===== src/rtl/core/swm_pkg.sv =====
`timescale 1ns / 1ps
`default_nettype none
package swm_pkg;

  localparam int STEP_W = 6;

  typedef logic [STEP_W-1:0] swm_step_t;

  localparam swm_step_t STEP_IDLE    = 6'd0;
  localparam swm_step_t STEP_CLK_UP  = 6'd1;
  localparam swm_step_t STEP_CS_DOWN = 6'd2;
  localparam swm_step_t STEP_BYTE0   = 6'd3;
  localparam swm_step_t STEP_GAP     = 6'd27;
  localparam swm_step_t STEP_BYTE1   = 6'd28;
  localparam swm_step_t STEP_CS_UP   = 6'd52;

  // position inside a bit: drive data, clock low, clock high; none outside bits
  typedef enum logic [1:0] {
    SUB_DRIVE  = 2'd0,
    SUB_CLK_LO = 2'd1,
    SUB_CLK_HI = 2'd2,
    SUB_NONE   = 2'd3
  } swm_sub_t;

  localparam logic [15:0] HALF_PERIOD_RST = 16'd300;

  localparam int CFG_AW = 3;
  localparam int CFG_DW = 32;
  localparam logic REG_HALF_PERIOD = 1'b0;

  localparam int IN_DW  = 24;
  localparam int OUT_DW = 24;
  localparam int RX_W   = 15;

  // result item bit positions
  localparam int OB_SCLK = 0;
  localparam int OB_MOSI = 1;
  localparam int OB_CS_N = 2;
  localparam int OB_BUSY = 3;
  localparam int OB_DONE = 4;
  localparam int OB_RX   = 5;

  typedef struct packed {
    logic sclk;
    logic mosi;
    logic cs_n;
  } swm_pins_t;

endpackage
`default_nettype wire


===== src/rtl/core/spi_word_master.sv =====
// SPI master, mode 3, sending one 16-bit word MSB first and collecting the
// 16 bits returned. Each input item is one tick of the pin waveform and one
// result item (pin levels, busy, done, received word) comes back for it; an
// item is taken every clock unless an unread result item is held in the
// output register, a single register decoupling the two sides. A transfer
// started by an item with tuser high runs 1 + 1 + 48 + 1 + 1 = 52 phases
// of half_period ticks each (one phase counter and one tick counter set
// the figure); the received word shifted right by one appears on the done
// tick, and start requests while busy are dropped. half_period is written
// over the APB port at byte address 0; a value of zero acts as one.
`timescale 1ns / 1ps
`default_nettype none
module spi_word_master (
  input  wire                         clk,
  input  wire                         rst_n,
  input  wire                         in_tvalid,
  output logic                        in_tready,
  // [15:0] tx_word, [16] miso, [23:17] zero
  input  wire  [swm_pkg::IN_DW-1:0]   in_tdata,
  // [0] func
  input  wire                         in_tuser,
  output logic                        out_tvalid,
  input  wire                         out_tready,
  // [0] sclk, [1] mosi, [2] cs_n, [3] busy_res, [4] done_res,
  // [19:5] rx_word, [23:20] zero
  output logic [swm_pkg::OUT_DW-1:0]  out_tdata,
  input  wire                         psel,
  input  wire                         penable,
  input  wire                         pwrite,
  input  wire  [swm_pkg::CFG_AW-1:0]  paddr,
  input  wire  [swm_pkg::CFG_DW-1:0]  pwdata,
  output logic [swm_pkg::CFG_DW-1:0]  prdata,
  output logic                        pready
);
  import swm_pkg::*;

  logic [15:0] half_period_r;
  swm_step_t   step_r, step_nxt;
  swm_sub_t    sub_r, sub_nxt;
  logic [15:0] dcnt_r, dcnt_nxt;
  logic [3:0]  bit_r, bit_nxt;
  logic [15:0] send_r, send_nxt;
  logic [15:0] recv_r, recv_nxt;
  swm_pins_t   pins_r, pins_nxt;
  logic        out_valid_r;
  logic [OUT_DW-1:0] out_data_r, out_data_nxt;

  logic        accept;
  logic [15:0] hp;
  logic [15:0] dcnt_inc;
  logic        busy, done;
  logic [RX_W-1:0] rx;
  logic        func, miso;
  logic [15:0] tx_word;
  swm_step_t   step_cur, step_inc;
  swm_sub_t    sub_cur;

  assign pready    = 1'b1;
  assign in_tready = !out_valid_r || out_tready;
  assign accept    = in_tvalid && in_tready;
  assign func      = in_tuser;
  assign tx_word   = in_tdata[15:0];
  assign miso      = in_tdata[16];
  assign hp        = (half_period_r == 16'd0) ? 16'd1 : half_period_r;
  assign prdata    = (paddr[2] == REG_HALF_PERIOD) ? {16'd0, half_period_r} : '0;

  always_ff @(posedge clk) begin
    if (!rst_n) begin
      half_period_r <= HALF_PERIOD_RST;
    end else if (psel && penable && pwrite && pready && paddr[2] == REG_HALF_PERIOD) begin
      half_period_r <= pwdata[15:0];
    end
  end

  always_comb begin
    step_nxt = step_r;
    sub_nxt  = sub_r;
    dcnt_nxt = dcnt_r;
    bit_nxt  = bit_r;
    send_nxt = send_r;
    recv_nxt = recv_r;
    pins_nxt = pins_r;
    busy     = 1'b0;
    done     = 1'b0;
    rx       = '0;
    step_inc = step_r + 6'd1;
    dcnt_inc = 16'd0;

    if (step_r == STEP_IDLE && func) begin
      send_nxt = tx_word;
      recv_nxt = 16'd0;
      bit_nxt  = 4'd0;
      dcnt_nxt = 16'd0;
      step_nxt = STEP_CLK_UP;
      sub_nxt  = SUB_NONE;
    end
    step_cur = step_nxt;
    sub_cur  = sub_nxt;

    if (step_cur != STEP_IDLE) begin
      busy = 1'b1;
      if (dcnt_nxt == 16'd0) begin
        if (step_cur == STEP_CLK_UP) begin
          pins_nxt.sclk = 1'b1;
        end else if (step_cur == STEP_CS_DOWN) begin
          pins_nxt.cs_n = 1'b0;
        end else if (step_cur == STEP_CS_UP) begin
          pins_nxt.cs_n = 1'b1;
        end else begin
          unique case (sub_cur)
            SUB_DRIVE:  pins_nxt.mosi = send_nxt[4'd15 - bit_nxt];
            SUB_CLK_LO: pins_nxt.sclk = 1'b0;
            SUB_CLK_HI: pins_nxt.sclk = 1'b1;
            SUB_NONE:   ;
          endcase
        end
      end
      dcnt_inc = dcnt_nxt + 16'd1;
      if (dcnt_inc >= hp || dcnt_inc == 16'd0) begin
        dcnt_nxt = 16'd0;
        if (sub_cur == SUB_CLK_HI) begin
          recv_nxt = {recv_nxt[14:0], miso};
          bit_nxt  = bit_nxt + 4'd1;
        end
        step_inc = step_cur + 6'd1;
        if (step_cur == STEP_CS_UP) begin
          done     = 1'b1;
          rx       = recv_nxt[15:1];
          step_nxt = STEP_IDLE;
          sub_nxt  = SUB_NONE;
        end else begin
          step_nxt = step_inc;
          if (step_inc == STEP_BYTE0 || step_inc == STEP_BYTE1) begin
            sub_nxt = SUB_DRIVE;
          end else if (step_inc == STEP_GAP || step_inc == STEP_CS_UP) begin
            sub_nxt = SUB_NONE;
          end else begin
            unique case (sub_cur)
              SUB_DRIVE:  sub_nxt = SUB_CLK_LO;
              SUB_CLK_LO: sub_nxt = SUB_CLK_HI;
              SUB_CLK_HI: sub_nxt = SUB_DRIVE;
              SUB_NONE:   sub_nxt = SUB_NONE;
            endcase
          end
        end
      end else begin
        dcnt_nxt = dcnt_inc;
      end
    end

    out_data_nxt          = '0;
    out_data_nxt[OB_SCLK] = pins_nxt.sclk;
    out_data_nxt[OB_MOSI] = pins_nxt.mosi;
    out_data_nxt[OB_CS_N] = pins_nxt.cs_n;
    out_data_nxt[OB_BUSY] = busy;
    out_data_nxt[OB_DONE] = done;
    out_data_nxt[OB_RX +: RX_W] = rx;
  end

  always_ff @(posedge clk) begin
    if (!rst_n) begin
      step_r      <= STEP_IDLE;
      sub_r       <= SUB_NONE;
      dcnt_r      <= 16'd0;
      bit_r       <= 4'd0;
      send_r      <= 16'd0;
      recv_r      <= 16'd0;
      pins_r      <= '{sclk: 1'b1, mosi: 1'b0, cs_n: 1'b1};
      out_valid_r <= 1'b0;
    end else begin
      if (accept) begin
        step_r <= step_nxt;
        sub_r  <= sub_nxt;
        dcnt_r <= dcnt_nxt;
        bit_r  <= bit_nxt;
        send_r <= send_nxt;
        recv_r <= recv_nxt;
        pins_r <= pins_nxt;
      end
      if (accept) begin
        out_valid_r <= 1'b1;
      end else if (out_tready) begin
        out_valid_r <= 1'b0;
      end
    end
  end

  always_ff @(posedge clk) begin
    if (accept) begin
      out_data_r <= out_data_nxt;
    end
  end

  assign out_tvalid = out_valid_r;
  assign out_tdata  = out_data_r;

endmodule
`default_nettype wire


===== config.mk =====
export PLATFORM = sky130hd
export DESIGN_NAME = spi_word_master
export DESIGN_NICKNAME = d
export VERILOG_FILES = /design/src/rtl/core/swm_pkg.sv /design/src/rtl/core/spi_word_master.sv
export SDC_FILE = /design/constraint.sdc
export NUM_CORES = 1
export LEC_CHECK = 0
export ABC_CLOCK_PERIOD_IN_PS = 9400
export BUFFER_PORTS_ARGS = -buffer_cell sky130_fd_sc_hd__buf_2
export CAP_MARGIN = 40
export CORE_MARGIN = 3
export CORE_UTILIZATION = 25
export DETAILED_ROUTE_END_ITERATION = 7
export SLEW_MARGIN = 20
export SYNTH_ARGS = -nofsm -noshare
export SYNTH_HDL_FRONTEND = slang
export SYNTH_SLANG_ARGS = --single-unit

===== constraint.sdc =====
create_clock -name clk -period 9.4 [get_ports clk]
set_clock_uncertainty 0.15 [all_clocks]
set_input_delay 1.88 -clock clk [delete_from_list [all_inputs] [get_ports clk]]
set_output_delay 1.88 -clock clk [all_outputs]
set_load 0.03 [all_outputs]

; ---- After elaboration in Yosys (flattened, before gate mapping)
; Index checks and enable logic that the tools add are counted.
[totals]
ff_bits = 100
inputBits = 67
word_cells = 91
[op_classes]
add_sub_neg = 4
magnitude_cmp = 2
eq_ne = 10
mux = 41
bitwise = 1
reduce_logical = 19
[op_table]
columns = op, count
row1 = 2-to-1 mux 16 bit, 10
row2 = zero test 16 bit, 3
row3 = 2-to-1 mux 6 bit, 4
row4 = 2-to-1 mux 2 bit, 9
row5 = adder 16 x 1 -> 16 bit (second input constant), 1
row6 = >= comparator 16 bit, 1
row7 = 2-to-1 mux 4 bit, 4
row8 = == test 6 x 2 -> 1 bit (second input constant), 2
row9 = == test 6 x 5 -> 1 bit (second input constant), 2
row10 = == test 6 bit (second input constant), 2
row11 = 2-to-1 mux 1 bit, 9
row12 = case mux 2 bit (4 select lines), 1
row13 = adder 6 x 1 -> 6 bit (second input constant), 1
row14 = == test 6 x 1 -> 1 bit (second input constant), 1
row15 = zero test 6 bit, 1
row16 = 2-to-1 mux 3 bit, 2
row17 = nonzero test 6 bit, 1
row18 = logical AND 1 bit, 5
row19 = < comparator 4 x 5 -> 1 bit (second input constant), 1
row20 = adder 4 x 1 -> 4 bit (second input constant), 1
row21 = binary-select mux 1 bit (select 4 bit), 1
row22 = == test 2 bit (second input constant), 2
row23 = logical OR 1 bit, 4
row24 = subtractor 4 bit (first input constant), 1
row25 = other kinds (8), 8

; ---- Logic depth before layout (Yosys ltp)
; Gate-level depths: netlist of run 1.
[depth]
depth_word = 12
ltp_mapped = 23
mapped_depth_nobuf = 18

; ---- Least setup slack after synthesis of run 1
; No wires, ideal clock.
[synth_path]
kind = input-to-reg
from = input port in_tuser
to = register dcnt_r[0]
arrival_ns = 5.665
slack_ns = 3.514
path_stages = 21
n_path_buf = 3
path_cell_list = nor3b_2 -> nand2_1 -> clkbuf_1 -> nand2_1 -> inv_1 -> ha_1 -> nand3_2 -> nor4_1 -> mux2i_1 -> inv_1 -> ha_1 -> a21oi_1 -> nand2_1 -> a221oi_1 -> o21a_1 -> inv_1 -> nor2_2 -> buf_2 -> buf_2 -> nand3_1 -> a21oi_1
[synth_via]
elab_chain_len = 7
word_cells_on_any_way = 10
[synth_rtl]
columns = element, line
row1 = start: declaration, spi_word_master.sv:21  ; input wire in_tuser,
row2 = logical AND 1 bit *, spi_word_master.sv:89  ; if (step_r == STEP_IDLE && func) begin
row3 = 2-to-1 mux 16 bit, spi_word_master.sv:89
row4 = adder 16 x 1 -> 16 bit, spi_word_master.sv:118  ; dcnt_inc = dcnt_nxt + 16'd1;
row5 = >= comparator 16 bit / zero test 16 bit (equally long branches), spi_word_master.sv:119  ; if (dcnt_inc >= hp || dcnt_inc == 16'd0) begin
row6 = logical OR 1 bit, spi_word_master.sv:119
row7 = 2-to-1 mux 16 bit, spi_word_master.sv:119
row8 = 2-to-1 mux 16 bit *, spi_word_master.sv:100  ; if (step_cur != STEP_IDLE) begin
row9 = end signal: assignment, spi_word_master.sv:174  ; dcnt_r <= dcnt_nxt;
row10 = end: declaration, spi_word_master.sv:40  ; logic [15:0] dcnt_r, dcnt_nxt;
; Every way passes the cells marked *; elsewhere a longest branch is shown, timed or not.
; A chain may end at the register's enable or synchronous reset.

; ---- Final worst setup path of run 1
[layout_path]
from = input port in_tuser
to = register out_data_r[19] (netlist: out_tdata[19]) (data pin)
[layout_via]
elab_chain_len = 6
word_cells_on_any_way = 14
[layout_rtl]
columns = element, line
row1 = logical AND 1 bit *, spi_word_master.sv:89
row2 = 2-to-1 mux 16 bit, spi_word_master.sv:89
row3 = adder 16 x 1 -> 16 bit, spi_word_master.sv:118
row4 = >= comparator 16 bit / zero test 16 bit (equally long branches), spi_word_master.sv:119
row5 = logical OR 1 bit, spi_word_master.sv:119
row6 = AND reduction 3 bit (no source line), --
row7 = end signal: assignment, spi_word_master.sv:190  ; out_data_r <= out_data_nxt;
row8 = end: declaration, spi_word_master.sv:46  ; logic [OUT_DW-1:0] out_data_r, out_data_nxt;
; Marked as above.

==> results.yml, run 1 <==
cells_and_area:
  register_area_um2: 2200
  multi_input_area_um2: 3030
  final_area_um2: 6540
  final_cells: 1010
  fin_util: 0.297
  drive_gt1_frac: 0.166
  antennaDiodeCount: 0
  fill_cells: 2378
  fin_nets: 814
  syn_to_final_growth_pct: 15.9
yosys:
  synth_cell_types: 69
  syn_area_um2: 5640
  synth_warnings: 0
  async_reset_ff_frac: 0
  synth_edf_count: 20
  synth-compound-area-share: 0.180
  ys_seq_area_frac: 0.390
  synth_fa_ha_area_frac: 0.0488
  synthSimpleGateAreaFrac: 0.223
  ys_ff_latch: 100
  synth_flop_cell: "dfxtp_1"
  synth.avg_cell_area_um2: 8.40
  synth-xor-area-share: 0.0217
  synth.mux.area_fraction: 0.0494
  postSynthCellCount: 672
  synth_top_family_by_area: "simple AND/OR/NAND/NOR gates"
clocking:
  clockBufferDepth: 2
  ctsRootBufferMaster: "clkbuf_16"
  clkSinkCount: 100
  clkLatencyLatePin_ns: 0.35
  cts_max_level: 3
  postCtsHoldBufs: 0
  clk_pin_slew_ns: 0.07
  cts_tree: "done"
  cts_resized: 0
  cts_setup_buffers: 0
  cts_buffers: 9
placement:
  dp_slack_ns: 2.43
  placed_area_um2: 6160
  placed_cells: 991
  place.gp.congestion: 0.860
  io_buffer_count: 79
  dp_hpwl_um: 9780
die:
  die_width_um: 156
  start_util: 0.256
  io_pins: 126
  die_area_um2: 24400
  fp.dieH_um: 156
  rows: 54
  core_um2: 22000
route:
  final_antenna_net_count: 0
  drt_wl_total_um: 13500
  drc: 0
  firstDrtPassIters: 5
  drt-initial-drc-count: 340
  wire_per_inst_um: 13.4
  num_vias: 4778
  via_per_inst: 4.73
global_route:
  overflow: 0
  grt_max_degree: 38
  grt_pass1_vias: 4396
  grt_pass1_wl_um: 22100
  antenna_found_initial: 0
  grt_usage: 0.110
timing:
  rsz0062_at_grt: "false"
  drv_slew: 0
  max_freq_mhz: 152
  finalHoldViolations: 0
  finalWorstSetupSlack_ns: 2.82
  setup_viol: 0
  whs_ns: 0.303
  period_share: 0.700
  min_period_ns: 6.58
  finalSetupTns_ns: 0
  worstMarginPinSlew_ns: 0.691
  relSlewSlack: 0.539
min_path:
  min_path_type: "reg2reg"
setup_path:
  critPathSlowestCell: "nand2_1"
  path_cells: "buf_2 -> nor3b_2 -> nand2_1 -> nand2_1 -> inv_1 -> ha_1 -> nand3_2 -> nor4_1 -> mux2i_1 -> inv_1 -> ha_1 -> a21oi_1 -> nand2_1 -> a221oi_1 -> o21a_1 -> nand2b_1 -> nand2_1 -> nor2_1"
  crit_required_ns: 9.32
  critPathMaxFanout: 16
  slowest_delay_ns: 0.54
  arrival_ns: 6.50
  endpoint_kind: "register"
  crit_type: "in2reg"
  crit_buf_inv: 3
  crit_path_frequent_cell: "nand2_1"
  crit_family: "simple AND/OR/NAND/NOR gates"
  critPathLaunchType: "input pin"
outcome:
  outcome: "finished clean"
power_and_ir_drop:
  ir_worst_vdd_v: 0.000111
  power_density_nw_per_um2: 151
  power.total_mw: 0.990
  static-leakage-power_nw: 2.52
job:
  cap_violations: 0
## synthesized netlist by cell type, drive strengths merged, types with 18 or more instances
| cell type | number | area, um2 |
|---|---|---|
| mux2i | 20 | 200 |
| a21oi | 63 | 315 |
| nand2 | 101 | 379 |
| buf | 34 | 235 |
| ha | 22 | 275 |
| nor2 | 67 | 254 |
| nand3 | 25 | 130 |
| o21ai | 18 | 90.1 |
| edfxtp | 20 | 601 |
| inv | 33 | 124 |
| dfxtp | 80 | 1600 |
| clkbuf | 31 | 116 |
## state kept, by name (all words and copies together), names as in the netlist
register,flops
bit_r,4
out_tdata,20
out_tvalid,1
dcnt_r,16
half_period_r,16
step_r,6
recv_r,16
send_r,16
sub_r,2
pins_r,3
## placed cells by master, fill, tap and decap left out, types with 3 or more instances in the layout
cell	n
nor3_1	9
or4_1	3
nor4_1	8
buf_4	5
clkbuf_16	9
xnor2_1	8
conb_1	21
inv_1	33
o311ai_0	5
nand3_1	24
and2_1	9
nand2b_1	3
edfxtp_1	20
a32o_1	15
mux2i_1	20
mux4_2	3
o21a_1	3
and3_1	7
ha_1	22
a21oi_1	63
o211ai_1	9
nand2_1	101
nand4_1	7
or3_1	4
nor2_1	66
a211oi_1	5
nor2b_1	3
xor2_1	6
buf_2	79
o31ai_1	4
buf_8	3
a31oi_1	5
dfxtp_1	80
o21ai_0	18
## path summary, 6_finish.rpt
| kind | from | endpoint | slack (ns) | depth (start not counted) |
|---|---|---|---|---|
| worst max-delay path | in_tuser | out_tdata[19] | 2.82 | 18 |
| worst min-delay path | send_r[1] | send_r[1] | 0.30 | 2 |
| worst max register to register | step_r[3] | out_tdata[19] | 3.81 | 17 |
| worst min register to register | send_r[1] | send_r[1] | 0.30 | 2 |
## cells by family (layout without fill, tap and decap cells)
family,after synthesis,in the layout
compound gates,150,150
simple gates,260,260
mux,24,24
fa+ha+maj,22,22
buf+inv,100,139
flops,100,100
other cells,2,21
xor+xnor,14,14
## metal layers
metal	global-route usage	share of wire	up-vias
li1	-	-	2433
met1	0.148	0.49	2222
met2	0.181	0.46	113
met3	0.0213	0.043	10
met4	0.0325	0.011	0
met5	0	0	-
## layout make-up
| cell class | count | share of cell area |
|---|---|---|
| Multi-Input combinational cell | 491 | 0.463 |
| Sequential cell | 100 | 0.337 |
| Timing Repair Buffer | 88 | 0.0748 |
| Tap cell | 280 | 0.0535 |
| Clock buffer | 9 | 0.0344 |
| Inverter | 35 | 0.0201 |
| Clock inverter | 7 | 0.0176 |
## where the power goes
group	switching [mW]	internal, mW
logic	0.0806	0.0334
registers	0.00799	0.449
clock network	0.179	0.240
## worst reg2reg max path, stage by stage (launching register included)
cell and delay (ns):
dfxtp_1 0.44, nor4_4 0.66, nand2_1 0.47, nand2_1 0.25
inv_1 0.12, ha_1 0.27, nand3_2 0.20, nor4_1 0.09
mux2i_1 0.24, inv_1 0.12, ha_1 0.33, a21oi_1 0.15
nand2_1 0.07, a221oi_1 0.32, o21a_1 0.37, nand2b_1 0.35
nand2_1 0.54, nor2_1 0.16
(Power assumes the default switching activity.)
==> run 2, diff against run 1 <==
ABC_CLOCK_PERIOD_IN_PS = 5800   (was 9400)
clock period = 5.8 ns   (was 9.4 ns; I/O delays follow)
==> run 2 against run 1 <==
  * Worst hold slack lost 0.0024 ns
  * Final area fell by 0.13%
  * Global-route usage grew 0.36 points
  * Setup slack got worse by 2.0 ns
  * Highest routed layer unchanged
  * Die area is the same
  * Non-clock buffer count rose by 10
  * Core utilization about the same
  * Clock power rose by 37%
==> results.yml, run 2 (synthesized netlist as in run 1, its figures left out) <==
outcome:
  outcome: "finished clean"
timing:
  setup_viol: 0
  rsz0062_at_grt: "false"
  relSlewSlack: 0.539
  finalSetupTns_ns: 0
  min_period_ns: 4.97
  drv_slew: 0
  whs_ns: 0.301
  worstMarginPinSlew_ns: 0.691
  max_freq_mhz: 201
  period_share: 0.856
  finalHoldViolations: 0
route:
  final_antenna_net_count: 0
  via_per_inst: 4.73
  drt_wl_total_um: 13800
  firstDrtPassIters: 6
  wire_per_inst_um: 13.5
  drc: 0
  drt-initial-drc-count: 236
  num_vias: 4821
clocking:
  cts_tree: "done"
  clk_pin_slew_ns: 0.07
  cts_max_level: 3
  ctsRootBufferMaster: "clkbuf_16"
  cts_setup_buffers: 0
  cts_resized: 0
  cts_buffers: 9
  clkSinkCount: 100
  clockBufferDepth: 2
  clkLatencyLatePin_ns: 0.36
  postCtsHoldBufs: 0
job:
  cap_violations: 0
setup_path:
  arrival_ns: 5.11
  critPathMaxFanout: 15
  crit_type: "in2reg"
  crit_path_frequent_cell: "inv_1"
  slowest_delay_ns: 0.56
  crit_buf_inv: 5
  r2r_setup_slack_ns: 1.22
  crit_family: "compound AO/OA/AOI/OAI gates"
  path_cells: "buf_2 -> nor3b_2 -> nand2_1 -> nand2_1 -> inv_1 -> ha_1 -> nand3_2 -> nor4_1 -> mux2i_1 -> inv_1 -> ha_1 -> nand4_1 -> a211oi_1 -> a221oi_1 -> o21a_1 -> inv_1 -> nor2_2 -> buf_4 -> a211oi_4 -> a32o_1"
  crit_required_ns: 5.94
  endpoint_kind: "register"
  critPathLaunchType: "input pin"
  critPathSlowestCell: "a211oi_4"
global_route:
  grt_usage: 0.114
  grt_pass1_wl_um: 22700
  grt_max_degree: 38
  overflow: 0
  grt_pass1_vias: 4509
  antenna_found_initial: 0
power_and_ir_drop:
  power.total_mw: 1.50
  seq_power_share: 0.492
  power.internal_mw: 1.08
  pwr-share-clk: 0.383
  ir_worst_vdd_v: 0.000114
  p_sw_mw: 0.424
  static-leakage-power_nw: 2.53
  power_density_nw_per_um2: 230
  switching_share: 0.282
  comb_power_share: 0.125
cells_and_area:
  mostFrequentLayoutCells: "nand2_1, dfxtp_1, buf_2, nor2_1, a21oi_1"
  largest_reg_flops: 20
  drive_gt1_frac: 0.174
  antennaDiodeCount: 0
  final_common_cell: "nand2_1"
  fin_nets: 824
  syn_to_final_growth_pct: 15.8
placement:
  dp_hpwl_um: 9990
  io_buffer_count: 79
  place.gp.congestion: 0.791
die:
  die_area_um2: 24400
  fp.dieH_um: 156
  core_um2: 22000
  rows: 54
  die_width_um: 156
  io_pins: 126
  start_util: 0.256
min_path:
  min_path_type: "reg2reg"
==> run 2: cell types whose count changed in the layout (fill, tap and decap cells not counted), sizes merged <==
cell and delta:
clkinv +2, clkbuf +1, clkinvlp -1, buf +10, bufinv -2
==> run 2: power groups by stage <==
stage	Sequential, mW	Clock (mW)	Combinational [mW]
floorplan	0.767	0	0.128
global placement	0.756	0	0.184
detailed placement	0.756	0	0.187
CTS	0.740	0.596	0.187
global route	0.743	0.623	0.207
finish	0.740	0.576	0.188
==> run 2: layer usage <==
| layer | share of wire | track usage | up-vias |
|---|---|---|---|
| met5 | 0 | 0 | - |
| met4 | 0.012 | 0.0350 | 0 |
| met3 | 0.046 | 0.0232 | 12 |
| met2 | 0.46 | 0.185 | 110 |
| met1 | 0.48 | 0.153 | 2241 |
| li1 | - | - | 2458 |
==> run 2: worst paths after layout <==
path              from        end  cells past startpoint
min reg2reg  send_r[1]  send_r[1]                      2
max reg2reg  step_r[0]  recv_r[8]                     19
min          send_r[1]  send_r[1]                      2
max           in_tuser  recv_r[8]                     20
==> run 2: worst register-to-register path: stages, from the launching register on <==
cell	delay, ns
dfxtp_1	0.59
nor3b_2	0.12
nand2_1	0.15
nand2_1	0.11
inv_1	0.14
ha_1	0.20
nand3_2	0.17
nor4_1	0.31
mux2i_1	0.31
inv_1	0.12
ha_1	0.33
nand4_1	0.11
a211oi_1	0.19
a221oi_1	0.12
o21a_1	0.28
inv_1	0.14
nor2_2	0.05
buf_4	0.17
a211oi_4	0.56
a32o_1	0.21
==> run 2: final cells by class <==
cell class | count | area, um2
fillers | 2386 | 15500
well taps | 280 | 350
flip-flops and latches | 100 | 2200
clock buffers | 10 | 229
inverters | 35 | 131
repair buffers | 98 | 546
multi-input cells | 491 | 3030
clock inverters | 6 | 46.3
==> run 2: through the flow <==
stage / instance area, um2 / instances / setup slack (ns) / utilization
global route: 6530 / 1020 / 0.358 / 0.297
global placement: 6240 / 1002 / 0.449 / 0.283
detailed placement: 6240 / 1003 / 0.428 / 0.283
finish: 6530 / 1020 / 0.833 / 0.297
CTS: 6520 / 1019 / 0.781 / 0.296
floorplan: 5710 / 691 / 0.634 / -
